## src/assert_macros.svh

```systemverilog
// Assertion macros shared by the hash set RTL.
// No dependencies; included by files that carry concurrent checks.
`ifndef ASSERT_MACROS_SVH
`define ASSERT_MACROS_SVH

// Same-cycle implication, disabled while reset is low.
`define LPHS_ASSERT_IMP(lbl, ck, rn, ante, cons) \
  lbl: assert property (@(posedge ck) disable iff (!rn) (ante) |-> (cons)) \
    else $error("lphs: implication check failed");

// Next-cycle implication, disabled while reset is low.
`define LPHS_ASSERT_NXT(lbl, ck, rn, ante, cons) \
  lbl: assert property (@(posedge ck) disable iff (!rn) (ante) |=> (cons)) \
    else $error("lphs: next-cycle check failed");

`endif

```

## src/lphs_pkg.sv

```systemverilog
// Package for the linear probing hash set: item types, codes and the
// controller/datapath command and status structs. No dependencies.
package lphs_pkg;

  localparam int unsigned TABLE_SIZE = 1024;
  localparam int unsigned KEY_W      = 31;
  localparam int unsigned HASH_W     = 32;
  localparam int unsigned ENTRY_W    = 11;

  localparam logic [ENTRY_W-1:0] MAX_ENTRIES_RESET = 11'd512;

  typedef enum logic [1:0] {
    KIND_LOOKUP = 2'd0,
    KIND_INSERT = 2'd1,
    KIND_DELETE = 2'd2,
    KIND_CLEAR  = 2'd3
  } kind_t;

  typedef enum logic [1:0] {
    ST_OK        = 2'd0,
    ST_NOT_FOUND = 2'd1,
    ST_FULL      = 2'd2,
    ST_DUP       = 2'd3
  } status_t;

  typedef struct packed {
    kind_t               kind;
    logic [KEY_W-1:0]    key;
    logic [HASH_W-1:0]   hash_value;
  } in_item_t;

  typedef struct packed {
    status_t             status;
    logic [KEY_W-1:0]    found_key;
    logic [ENTRY_W-1:0]  entry_count;
  } out_item_t;

  // controller -> datapath
  typedef struct packed {
    logic    accept;       // latch input item, start probe
    logic    sweep;        // empty slot at idx, idx++
    logic    clear_count;  // occupancy to zero
    logic    rd;           // read slot at idx
    logic    step;         // probe next slot down, count probe
    logic    scan_step;    // delete scan: next slot down
    logic    ins_write;    // store key at idx, occupancy++
    logic    hole_clear;   // empty slot at idx, it becomes the hole
    logic    move;         // copy read entry into hole
    logic    dec;          // occupancy--
    logic    cap_found;    // keep read key as found key
    logic    set_status;
    status_t status_code;
    logic    fin;          // load output register
  } ctl_cmd_t;

  // datapath -> controller
  typedef struct packed {
    kind_t kind;
    logic  probe_done;
    logic  slot_valid;
    logic  key_hit;
    logic  table_full;
    logic  table_empty;
    logic  shift_ok;
    logic  sweep_last;
    logic  out_free;
  } dp_status_t;

endpackage

```

## src/lphs_ctrl.sv

```systemverilog
// Controller state machine of the hash set: sequences probes, inserts,
// backward-shift deletes and clear sweeps. Uses lphs_pkg.
module lphs_ctrl (
  input  logic                  clk,
  input  logic                  rst_n,
  input  logic                  in_valid,
  input  lphs_pkg::kind_t       in_kind,
  output logic                  in_stall,
  input  lphs_pkg::dp_status_t  st,
  output lphs_pkg::ctl_cmd_t    cmd
);

  typedef enum logic [8:0] {
    S_INIT  = 9'b000000001,
    S_IDLE  = 9'b000000010,
    S_CLEAR = 9'b000000100,
    S_RD    = 9'b000001000,
    S_CHK   = 9'b000010000,
    S_HOLE  = 9'b000100000,
    S_DRD   = 9'b001000000,
    S_DCHK  = 9'b010000000,
    S_DONE  = 9'b100000000
  } state_t;

  state_t state_r, state_nxt;

  assign in_stall = (state_r != S_IDLE);

  always_comb begin
    cmd       = '0;
    cmd.status_code = lphs_pkg::ST_OK;
    state_nxt = state_r;
    unique case (state_r)
      S_INIT, S_CLEAR: begin
        cmd.sweep = 1'b1;
        if (st.sweep_last) begin
          cmd.clear_count = 1'b1;
          state_nxt = (state_r == S_INIT) ? S_IDLE : S_DONE;
        end
      end
      S_IDLE: begin
        if (in_valid) begin
          cmd.accept = 1'b1;
          if (in_kind == lphs_pkg::KIND_CLEAR) begin
            state_nxt = S_CLEAR;
          end else if (in_kind == lphs_pkg::KIND_DELETE && st.table_empty) begin
            cmd.set_status  = 1'b1;
            cmd.status_code = lphs_pkg::ST_NOT_FOUND;
            state_nxt = S_DONE;
          end else begin
            state_nxt = S_RD;
          end
        end
      end
      S_RD: begin
        if (st.probe_done) begin
          cmd.set_status  = 1'b1;
          cmd.status_code = (st.kind == lphs_pkg::KIND_INSERT) ? lphs_pkg::ST_FULL
                                                                : lphs_pkg::ST_NOT_FOUND;
          state_nxt = S_DONE;
        end else begin
          cmd.rd    = 1'b1;
          state_nxt = S_CHK;
        end
      end
      S_CHK: begin
        if (!st.slot_valid) begin
          state_nxt = S_DONE;
          if (st.kind == lphs_pkg::KIND_INSERT) begin
            if (st.table_full) begin
              cmd.set_status  = 1'b1;
              cmd.status_code = lphs_pkg::ST_FULL;
            end else begin
              cmd.ins_write = 1'b1;
            end
          end else begin
            cmd.set_status  = 1'b1;
            cmd.status_code = lphs_pkg::ST_NOT_FOUND;
          end
        end else if (st.key_hit) begin
          if (st.kind == lphs_pkg::KIND_INSERT) begin
            cmd.set_status  = 1'b1;
            cmd.status_code = lphs_pkg::ST_DUP;
            state_nxt = S_DONE;
          end else if (st.kind == lphs_pkg::KIND_DELETE) begin
            cmd.cap_found = 1'b1;
            cmd.dec       = 1'b1;
            state_nxt = S_HOLE;
          end else begin
            cmd.cap_found = 1'b1;
            state_nxt = S_DONE;
          end
        end else begin
          cmd.step  = 1'b1;
          state_nxt = S_RD;
        end
      end
      S_HOLE: begin
        cmd.hole_clear = 1'b1;
        state_nxt = S_DRD;
      end
      S_DRD: begin
        cmd.rd    = 1'b1;
        state_nxt = S_DCHK;
      end
      S_DCHK: begin
        if (!st.slot_valid) begin
          state_nxt = S_DONE;
        end else if (st.shift_ok) begin
          cmd.move  = 1'b1;
          state_nxt = S_HOLE;
        end else begin
          cmd.scan_step = 1'b1;
          state_nxt = S_DRD;
        end
      end
      S_DONE: begin
        if (st.out_free) begin
          cmd.fin   = 1'b1;
          state_nxt = S_IDLE;
        end
      end
      default: begin
        state_nxt = S_INIT;
      end
    endcase
  end

  always_ff @(posedge clk) begin
    if (!rst_n) begin
      state_r <= S_INIT;
    end else begin
      state_r <= state_nxt;
    end
  end

endmodule

```

## config.mk

```make
export PLATFORM = sky130hd
export DESIGN_NAME = lphs_ctrl
export DESIGN_NICKNAME = d
export VERILOG_FILES = /design/src/assert_macros.svh /design/src/lphs_pkg.sv /design/src/lphs_ctrl.sv
export SDC_FILE = /design/constraint.sdc
export NUM_CORES = 1
export LEC_CHECK = 0
export ABC_AREA = 1
export CAP_MARGIN = 30
export CORE_ASPECT_RATIO = 1.25
export CORE_MARGIN = 10
export CORE_UTILIZATION = 45
export CTS_BUF_LIST = sky130_fd_sc_hd__clkbuf_8
export DETAILED_ROUTE_END_ITERATION = 7
export DONT_BUFFER_PORTS = 1
export GPL_TIMING_DRIVEN = 0
export HOLD_SLACK_MARGIN = 0.1
export SLEW_MARGIN = 20
export SYNTH_ARGS = -nofsm -noshare
export SYNTH_HDL_FRONTEND = slang
export SYNTH_SLANG_ARGS = --single-unit
```

## constraint.sdc

```tcl
create_clock -name clk -period 1.7 [get_ports clk]
set_clock_uncertainty 0.1 [all_clocks]
set_input_delay 0.51 -clock clk [delete_from_list [all_inputs] [get_ports clk]]
set_output_delay 0.51 -clock clk [all_outputs]
set_load 0.1 [all_outputs]
```

Yosys cells after proc, flatten, opt, wreduce, memory -nomap -nowiden
Cells that the tools add are included.
{ "word_totals": {"register_bits": 9, "inputBits": 15, "out_inout_bits": 16, "word_cells": 72} }
{ "op_classes": {"eq_ne": 17, "muxes": 51, "reduce_logical": 3} }
{ "op_table": {"columns": ["cell", "n"], "rows": [
  ["$mux 9", 12],
  ["$pmux 9 s8", 1],
  ["$mux 3", 8],
  ["$mux 1", 21],
  ["$mux 2", 5],
  ["$eq 9x1->1 const B", 1],
  ["$eq 9x2->1 const B", 1],
  ["$eq 9x3->1 const B", 1],
  ["$eq 9x4->1 const B", 1],
  ["$eq 9x5->1 const B", 1],
  ["$eq 9x6->1 const B", 1],
  ["$eq 9x7->1 const B", 1],
  ["$eq 9x8->1 const B", 1],
  ["$eq 9x9->1 const B", 1],
  ["$ne 9x2->1 const B", 1],
  ["$pmux 3 s3", 1],
  ["$mux 7", 1],
  ["$eq 2x2->1 const B", 3],
  ["$ne 2x2->1 const B", 3],
  ["$mux 5", 1],
  ["$reduce_and 3->1", 1],
  ["$eq 2x1->1 const B", 1],
  ["$pmux 1 s2", 1],
  ["$reduce_or 2->1", 1],
  ["$logic_and 1x1->1", 1]
]} }

Depth between registers and ports, before layout
Gate-level depths: netlist (run 1).
{ "depth": {"depth_word": 6, "ltp_mapped": 10, "ltp_nobuf": 10} }

Worst setup path before layout (run 1)
Ideal clock, no wire load.
{ "synth_path": {"kind": "reg-to-output", "from": "register state_r[1]", "to": "output cmd[3] in the netlist's numbering", "t_arrival_ns": 3.267, "required_ns": 1.090, "setup_slack_ns": -2.177, "path_stages_with_launch": 9, "n_path_buf": 0, "path_cell_list": "dfxtp_1 inv_1 nor2_1 nand2_2 nor2_2 inv_2 nor2_1 nand2_1 nand3_1"} }
{ "synth_rtl": {"columns": ["element", "line", "rtl"], "rows": [
  ["start, declared", "lphs_ctrl.sv:25", "state_t state_r, state_nxt;"],
  ["start signal, assigned", "lphs_ctrl.sv:133", "state_r <= state_nxt;"],
  ["end, declared", "lphs_ctrl.sv:10", "output lphs_pkg::ctl_cmd_t cmd"]
]} }

==> results.md, run 1 <==
Outcome:
- The run finished, with violations left.
- The final reports fail on setup timing.

Clock network:
- The total CTS buffers is 3.
- Clock tree synthesis selected as its root buffer the cell sky130_fd_sc_hd__clkbuf_8.
- The maximum number of buffers from clock root to sink is 2.
- In this run the number of H-tree levels came out at 1.
- The insertion delay of the later-clocked pin in the worst-skew pair is 240 ps.
- TritonCTS built the clock tree.
- The clock drives 9 sinks.
- After clock tree synthesis, the clock-pin slew on the worst setup and hold paths is 50 ps.

Global route:
- Summed over all layers, the global routing overflow is 0.
- Global routing used 15.11% of the available tracks across all layers.
- Entering global routing, the biggest net connects 7 pins.
- The number of global-route vias before repair is 1120.
- The global-route wire length before repair is about 5.0 mm.
- The initial antenna violation count came to 0.

Floorplanning:
- In this run the standard cell core region covers approximately 1800 µm².
- The die height is 69.43 µm.
- For this configuration, the core starts out at a cell density of roughly half.
- The number of standard-cell rows in the floorplan is 17.
- The floorplan step defined a die boundary enclosing around 4100 µm².
- The floorplan step set the die width to 59.55 µm.
- 31 I/O pins were placed.

Logic synthesis:
- The synthesized netlist net count is between 150 and 200.
- The combined area of all synthesized cells is 879.6 µm².
- After synthesis, the share of cell area in mux cells is 0%.
- The post-synthesis compound-gate area fraction is 10.81%.
- Summing the areas of all fa, ha and maj instances in the mapped netlist gives 0% of the synthesized area.
- In the synthesized netlist, the cells that appear most often are sky130_fd_sc_hd__nand2_1 (29), sky130_fd_sc_hd__nor2_1 (29), sky130_fd_sc_hd__inv_1 (25).
- The post-synthesis share of cell area spent on xor and xnor gates is 0%.
- The fraction of synthesis flops using an asynchronous set or reset pin is 0%.
- The dominant cell type by area after synthesis is sky130_fd_sc_hd__dfxtp_1.
- The most used flip-flop cell after synthesis is sky130_fd_sc_hd__dfxtp_1.
- The synthesis-stage register bit count is 9.
- The share of Yosys cell area claimed by the top area cell type is roughly a fifth.
- In this run, synthesis inferred 0 flip-flops with an integrated enable.
- After synthesis, the largest family of logic cells by area is simple AND/OR/NAND/NOR gates.
- For this run, the register share of the synthesized area comes to 20.48%.
- The mean cell area of the mapped netlist is 5.864 µm².
- After Yosys synthesis, and, or, nand and nor cells account for 55.62% of the synthesized area.
- Ranked by total cell area, the synthesized netlist is headed by sky130_fd_sc_hd__dfxtp_1 (20%), sky130_fd_sc_hd__nand2_1 (12%), sky130_fd_sc_hd__nor2_1 (12%), sky130_fd_sc_hd__inv_1 (11%), sky130_fd_sc_hd__nand3_1 (8.5%).
- The Yosys step of the flow raised 0 warnings.
- The distinct cell type count after synthesis is 23.
- The synthesized instance count is 150.

Setup path:
- The required time reported for the critical path endpoint is 1090 ps.
- STA puts the critical path data arrival time at 2140 ps.
- The start-to-end type of the worst setup path is flop to primary output.
- The maximum fanout count along the critical path is 4.
- The worst setup path is launched from a flop.
- The capturing element type of the critical path is a primary output.

Layout:
- After routing the design area is 1466 µm².
- Of the cells placed in the final design, the portion with a size suffix greater than 1 is 53.67%.
- The signed area change from the synthesized netlist to the final layout is 66.71%.
- Summing all multi-input logic gate instances after layout gives 852.1 µm².
- The repair_antennas step left the layout with diodes totalling 0.
- The largest registers in the layout are state_r x9.
- More flip-flops sit in one register than any other, and that register is state_r.
- The final net count is 193.
- Across the whole layout, storage elements account for 191.4 µm².
- The flip-flop count of the largest register after layout is 9.
- The layout has 132 filler cells.

Drt:
- The number of DRC violations after detailed-routing iteration 0 is 27.
- After detailed routing, the met3 layer carries 239 µm of wire.
- The iteration count of the initial detailed-routing pass is 4.
- The count of unresolved DRC violations after routing is 0.
- The average vias per placed instance is 5.556.
- In the final routed layout, each cell accounts on average for between 15 and 20 µm.
- The number of vias after detailed routing is 1089.
- The met2 wire length is 1.750 mm.
- The met1 wire length is 1.052 mm.
- The highest routing layer actually used is met4.
- The detail route stage leaves a number of antenna-violating nets equal to 0.
- The detailed-route wire length is 3.236 mm.

STA:
- The maximum clock frequency is 0.3636 GHz.
- The part of the cycle the worst path needs is 161.8%.
- At the pin with the least slew margin, the transition time is 763.5 ps.
- The number of endpoints failing setup at the final stage is 22.
- Setup repair after global routing could not meet its margin everywhere.
- The worst hold slack is 238.6 ps.
- The number of max-slew violations in the final report was 0.
- The worst slew margin relative to its limit is 49.18%.
- The minimum setup slack in the final design is -1050 ps.
- The final hold violation count is 0.
- The minimum clock period after layout is roughly 2800 ps.

Placed design:
- The estimated wirelength of the detail-placed design is 2.142 mm.
- The congestion estimate from routability-driven global placement came to roughly 0.87.
- After detailed placement, the total cell area comes to 1112 µm².
- The total of buffers placed on input and output ports is 0.
- The pre-CTS setup slack is -893.0 ps.

Power:
- The cell area power density is around 1200 nW/µm².
- Across the VDD grid, the largest voltage drop is 968.3 µV.
- Power comes to about 1700 µW.
- Summed over all cells, the static leakage comes to 0.0006664 µW.

Hold path:
- In this run the worst hold path is classified as input port to flop.

Run:
- The number of maximum-capacitance constraint violations is 0.
## power breakdown
| part | internal [µW] | total (µW) | switching [µW] | leakage [µW] |
|---|---|---|---|---|
| Clock | 158 | 249 | 91.2 | 0.0000269 |
| Sequential | 244 | 280 | 36.1 | 0.0000767 |
| Combinational | 406 | 1180 | 777 | 0.000563 |
## cell usage in the layout, fill, tap and decap left out, drive strengths merged
cell type  netlist  routed
a31oi            1       1
o221ai           1       1
dfxtp            9       9
buf              0      23
nand2           32      32
clkbuf           0       3
o21a             2       2
clkinvlp         0       1
nand3           19      19
clkinv           0       1
o21ai            6       6
nor3             4       4
o22ai            1       1
inv             30      29
nand3b           1       1
a21oi            5       5
nor2            39      39
## worst max-delay path: stages (launching register included)
cell	delay (ps)
sky130_fd_sc_hd__dfxtp_2	330
sky130_fd_sc_hd__inv_2	50
sky130_fd_sc_hd__nor2_2	150
sky130_fd_sc_hd__nand2_2	90
sky130_fd_sc_hd__nor2_4	170
sky130_fd_sc_hd__inv_8	120
sky130_fd_sc_hd__nor2_4	560
sky130_fd_sc_hd__nand2_4	130
sky130_fd_sc_hd__o221ai_4	290
## cell families (layout without fill, tap and decap cells)
family,count (synthesis),after routing
buffers and inverters,30,57
and+or+nand+nor,95,95
DFF,9,9
AOI/OAI and AO/OA,16,16
## layer usage
| layer | track usage (%) | vias to the layer above |
|---|---|---|
| li1 | - | 523 |
| met2 | 23.76 | 33 |
| met4 | 13.43 | 0 |
| met1 | 13.75 | 518 |
| met5 | 0 | - |
| met3 | 6.947 | 15 |
## stage by stage
step	TNS, ps	util (%)	cells
2_1_floorplan	-4942	-	150
3_3_place_gp	-6412	61.52	169
3_5_place_dp	-6519	61.52	169
4_1_cts	-11820	76.26	192
5_1_grt	-13470	81.11	196
6_report	-11940	81.11	196
## path summary, 6_finish.rpt
path	from	end	slack, ps	depth (start not counted)
setup / recovery	state_r[1]$_SDFFE_PN0P_	cmd[1]	-1050	8
hold / removal	st[7]	state_r[4]$_SDFFE_PN0P_	240	1
setup reg to reg	state_r[1]$_SDFFE_PN0P_	state_r[6]$_SDFFE_PN0P_	-190	8
hold reg to reg	state_r[0]$_SDFFE_PN1P_	state_r[0]$_SDFFE_PN1P_	420	2
## timing repair
item,in CTS,in global routing
setup endpoints to repair,18,23
gates cloned,0,0
gates resized for setup,25,16
pin swaps,22,13
hold buffers,0,0
buffers inserted,19,5
## area by class of cell
class,instances,area share (%)
Multi-Input combinational cell,111,58.11
Timing Repair Buffer,23,14.33
Sequential cell,9,13.05
Inverter,30,9.812
Clock buffer,3,2.816
Tap cell,19,1.621
Clock inverter,1,0.2560
(Power assumes the default switching activity.)
==> inputs of run 2 (changes only) <==
--- a/config.mk
+++ b/config.mk
@@ -5,7 +5,6 @@
 export SDC_FILE = /design/constraint.sdc
 export NUM_CORES = 1
 export LEC_CHECK = 0
-export ABC_AREA = 1
 export CAP_MARGIN = 30
 export CORE_ASPECT_RATIO = 1.25
 export CORE_MARGIN = 10
==> run 2 against run 1 <==
The run still ends with setup timing left. Cell count down 16%. Non-clock buffer count is 9 higher. Clock power increased by 3%. Synthesized cell count decreased by 23%. Combinational power down 31%. Die area decreased by 1.1%. Setup slack got worse by 500 ps. Core utilization is 2.6 points higher. Synthesized area down 1.6%. Maximum frequency fell by 15%. Critical endpoint is now cmd[14].
==> results.md, run 2 <==
Layout:
- The largest registers in the layout are state_r x9.
- The library cells used most frequently in the layout, excluding fill and tap cells, are sky130_fd_sc_hd__buf_4 (18), sky130_fd_sc_hd__buf_6 (7), sky130_fd_sc_hd__nor2_4 (6), sky130_fd_sc_hd__nand2_1 (6), sky130_fd_sc_hd__nor2_1 (5).
- The flip-flop count of the largest register after layout came to 9 (unchanged).
- The share of post-route cells with drive strength above 1 was 60.00% (+6.3 points).
- The count of inserted antenna diode cells was 0 (unchanged).
- The final net count was 161 (-17%).
- The register with the most flip-flops in the final layout is state_r.
- Relative to the synthesized area, the layout overhead comes to 74.86%.
- Leaving out fill and tap cells, the most frequent cell in the layout is sky130_fd_sc_hd__buf_4.

Logic synthesis:
- The share of Yosys cell area claimed by the top area cell type is 20.81% (+0.33 points).
- The sequential share of the synthesized area is 20.81% (+0.33 points).
- The biggest area contributor in the post-synthesis netlist is sky130_fd_sc_hd__dfxtp_1.
- Yosys attributes the largest share of cell area to sky130_fd_sc_hd__dfxtp_1 (21%), sky130_fd_sc_hd__nor2_1 (4.8%), sky130_fd_sc_hd__nor3_1 (4.6%), sky130_fd_sc_hd__nand4b_1 (4.0%), sky130_fd_sc_hd__and4b_1 (3.5%).
- The distinct cell type count after synthesis is 45 (+96%).
- The fraction of synthesis flops using an asynchronous set or reset pin is 0% (unchanged).
- The combined area of all synthesized cells came to 865.8 µm² (-1.6%).
- The most used flip-flop cell after synthesis is sky130_fd_sc_hd__dfxtp_1.
- The synthesis-stage register bit count came to 9 (unchanged).
- The synthesized netlist net count is 130 (-21%).
- The synthesis warning total came to 0 (unchanged).
- The number of enable flip-flop cells after synthesis was 0 (unchanged).
- The mean cell area of the mapped netlist is 7.529 µm² (+28%).
- Ranked by instance count, the synthesized netlist is headed by sky130_fd_sc_hd__nor2_1 (11), sky130_fd_sc_hd__dfxtp_1 (9), sky130_fd_sc_hd__nand2_1 (8), sky130_fd_sc_hd__nor3_1 (8).
- sky130_fd_sc_hd__nor2_1 is the most common cell in the netlist.
- The synthesized instance count is 115 (-23%).

Global route:
- The total grt overflow is 0 (unchanged).
- The combined global-route utilization of all metal layers is 14.79% (-0.32 points).
- The initial antenna violation count is 0 (unchanged).
- The global-route wire length before repair is 4.961 mm (-0.14%).
- The maximum number of pins on one net before global-route repair is 11 (+4).
- The number of global-route vias before repair is 1018 (-9.1%).

STA:
- The part of the cycle the worst path needs is 191.2% (+29 points).
- The setup TNS is -18900 ps (-6959 ps).
- Setup repair after global routing could not meet its margin everywhere.
- The maximum clock frequency came to 0.3077 GHz (-15%).
- The final hold violation count is 0 (unchanged).
- The worst hold slack is 287.0 ps (+48.39 ps).
- The number of endpoints failing setup at the final stage is 23 (+4.5%).
- The minimum setup slack in the final design is -1550 ps (-499.2 ps).
- The worst slew margin relative to its limit was 53.36% (+4.2 points).
- The slew of the pin with the lowest slew margin came to 694.3 ps (-69.22 ps).
- The number of max-slew violations in the final report was 0 (unchanged).
- The minimum clock period after layout is 3250 ps (+499.2 ps).

Setup path:
- The worst setup path is captured at a primary output.
- In this run the critical register-to-register path is launched from state_r[2]$_SDFFE_PN0P_.
- The timing startpoint of the critical path is state_r[7]$_SDFFE_PN0P_.
- The required time reported for the critical path endpoint was 1090 ps (about the same).
- The signal arrival time at the worst endpoint is 2640 ps (+500 ps).
- The worst setup path is launched from a flop.
- The start-to-end type of the worst setup path is flop to primary output.
- The maximum fanout count along the critical path was 3 (-1).

Power:
- The maximum VDD drop is 776.7 µV (-20%).
- The cell area power density came to 877.3 nW/µm² (-25%).
- The total power consumption of the routed design is 1328 µW (-22%).
- The internal power of the cells is 704.3 µW (-13%).
- The logic gate share of total power is 61.7% (-7.4 points).
- The part of the total power dissipated in the clock network is 19.3% (+4.8 points).
- The net switching component of the power came to 623.9 µW (-31%).
- The static leakage was 0.0005653 µW (-15%).
- The part of the total power dissipated in sequential elements is 19.0% (+2.6 points).
- The switching part of the total power is 46.98% (-5.9 points).

Clock network:
- The maximum number of buffers from clock root to sink is 2 (unchanged).
- TritonCTS built the clock tree.
- The number of clock sinks is 9 (unchanged).
- The total CTS buffers came to 3 (unchanged).
- CTS placed an instance of sky130_fd_sc_hd__clkbuf_8 at the clock tree root.
- The clock-pin slew on the worst setup and hold paths is 50 ps (about the same).
- The number of levels in the clock H-tree came to 1 (unchanged).
- The insertion delay of the later-clocked pin in the worst-skew pair is 240 ps (about the same).

Outcome:
- The run finished, with violations left.
- The checks that failed: setup timing.

Drt:
- The met2 wire length came to 1.721 mm (-1.7%).
- The count of unresolved DRC violations after routing is 0 (unchanged).
- The highest routing layer actually used is met4.
- The iteration count of the initial detailed-routing pass is 4 (unchanged).
- The mean routed wirelength per cell was 20.01 µm (+21%).
- The number of vias after detailed routing is 1064 (-2.3%).
- The met1 wire length is 1.154 mm (+9.7%).
- The detailed-route wire length is 3.281 mm (+1.4%).
- The number of DRC violations after detailed-routing iteration 0 is 51 (+89%).
- The amount of wire on met3 after detailed routing came to 359 µm (+50%).
- The number of antenna-violating nets in the routed design is 0 (unchanged).
- The average vias per placed instance came to 6.488 (+17%).

Floorplanning:
- The die area is 4090 µm² (-1.1%).
- The die height is 69.04 µm (-0.56%).
- The number of I/O pins was 31 (unchanged).
- The core outline area came to 1808 µm² (unchanged).
- The die extent in x came to 59.24 µm (-0.52%).
- The effective utilization at floorplan is 47.89% (-0.76 points).
- The number of standard-cell rows in the floorplan is 17 (unchanged).

Placed design:
- The final estimated routing congestion in global placement is 0.7998 (-8.3%).
- The total of buffers placed on input and output ports is 0 (unchanged).
- The estimated wirelength of the detail-placed design is 2.096 mm (-2.2%).

Hold path:
- The path class of the tightest hold or removal check is input port to flop.
- The origin of the worst min-delay path is rst_n.

Run:
- The number of maximum-capacitance constraint violations is 0 (unchanged).
run 2: worst paths after layout:
path	end	slack, ps	cells after the start
hold reg to reg	state_r[7]$_SDFFE_PN0P_	560	1
hold / removal	state_r[6]$_SDFFE_PN0P_	290	1
setup / recovery	cmd[14]	-1550	4
setup reg to reg	state_r[5]$_SDFFE_PN0P_	-500	6
run 2: power by group through the flow:
stage | Sequential (µW) | Combinational, µW | Clock, µW
6_report | 252 | 820 | 256
5_1_grt | 255 | 861 | 270
4_1_cts | 253 | 719 | 265
3_5_place_dp | 255 | 618 | 0
3_3_place_gp | 254 | 608 | 0
2_1_floorplan | 253 | 549 | 0
run 2: worst max-delay path, cell delays in order (launching register included):
cell and delay, ps:
sky130_fd_sc_hd__dfxtp_4 330, sky130_fd_sc_hd__or4_4 570, sky130_fd_sc_hd__nor4_4 270, sky130_fd_sc_hd__clkinvlp_4 550, sky130_fd_sc_hd__nor2_4 670
run 2: layout make-up:
| cell class | instances | area [µm²] |
|---|---|---|
| inverter | 5 | 22.52 |
| clock buffer | 3 | 41.29 |
| tap | 19 | 23.77 |
| fill | 109 | 294.0 |
| clock inverter | 1 | 5.005 |
| sequential | 9 | 196.4 |
| buffer | 5 | 35.03 |
| timing repair buffer | 27 | 281.5 |
| multi-input combinational | 95 | 908.4 |
run 2: through the flow:
stage / cells / utilization, % / setup slack [ps] / instance area [µm²]
2_1_floorplan: 115 / - / -1473 / 992.2
3_3_place_gp: 134 / 56.19 / -1720 / 1016
3_5_place_dp: 139 / 61.18 / -1431 / 1106
4_1_cts: 154 / 75.09 / -1558 / 1358
5_1_grt: 164 / 83.74 / -1593 / 1514
6_report: 164 / 83.74 / -1550 / 1514
run 2: kinds of logic (layout without fill, tap and decap cells):
family,count (synthesis),after routing,synth area share (%)
AND/OR/NAND/NOR,67,67,49.13
AO/OA/AOI/OAI,23,23,19.08
buffers and inverters,11,41,5.779
flip-flops,9,9,20.81
multiplexers,1,1,1.156
XOR/XNOR,4,4,4.047
run 2: layer usage:
metal	GRT usage [%]	up-vias
li1	-	494
met1	15.99	517
met2	23.99	49
met3	6.033	4
met4	6.361	0
met5	0	-
run 2: what timing repair did:
item	in CTS	in global routing
setup endpoints to repair	23	23
hold buffers	0	0
gates cloned	0	0
pin swaps	22	22
gates resized for setup	34	21
setup buffers	12	11
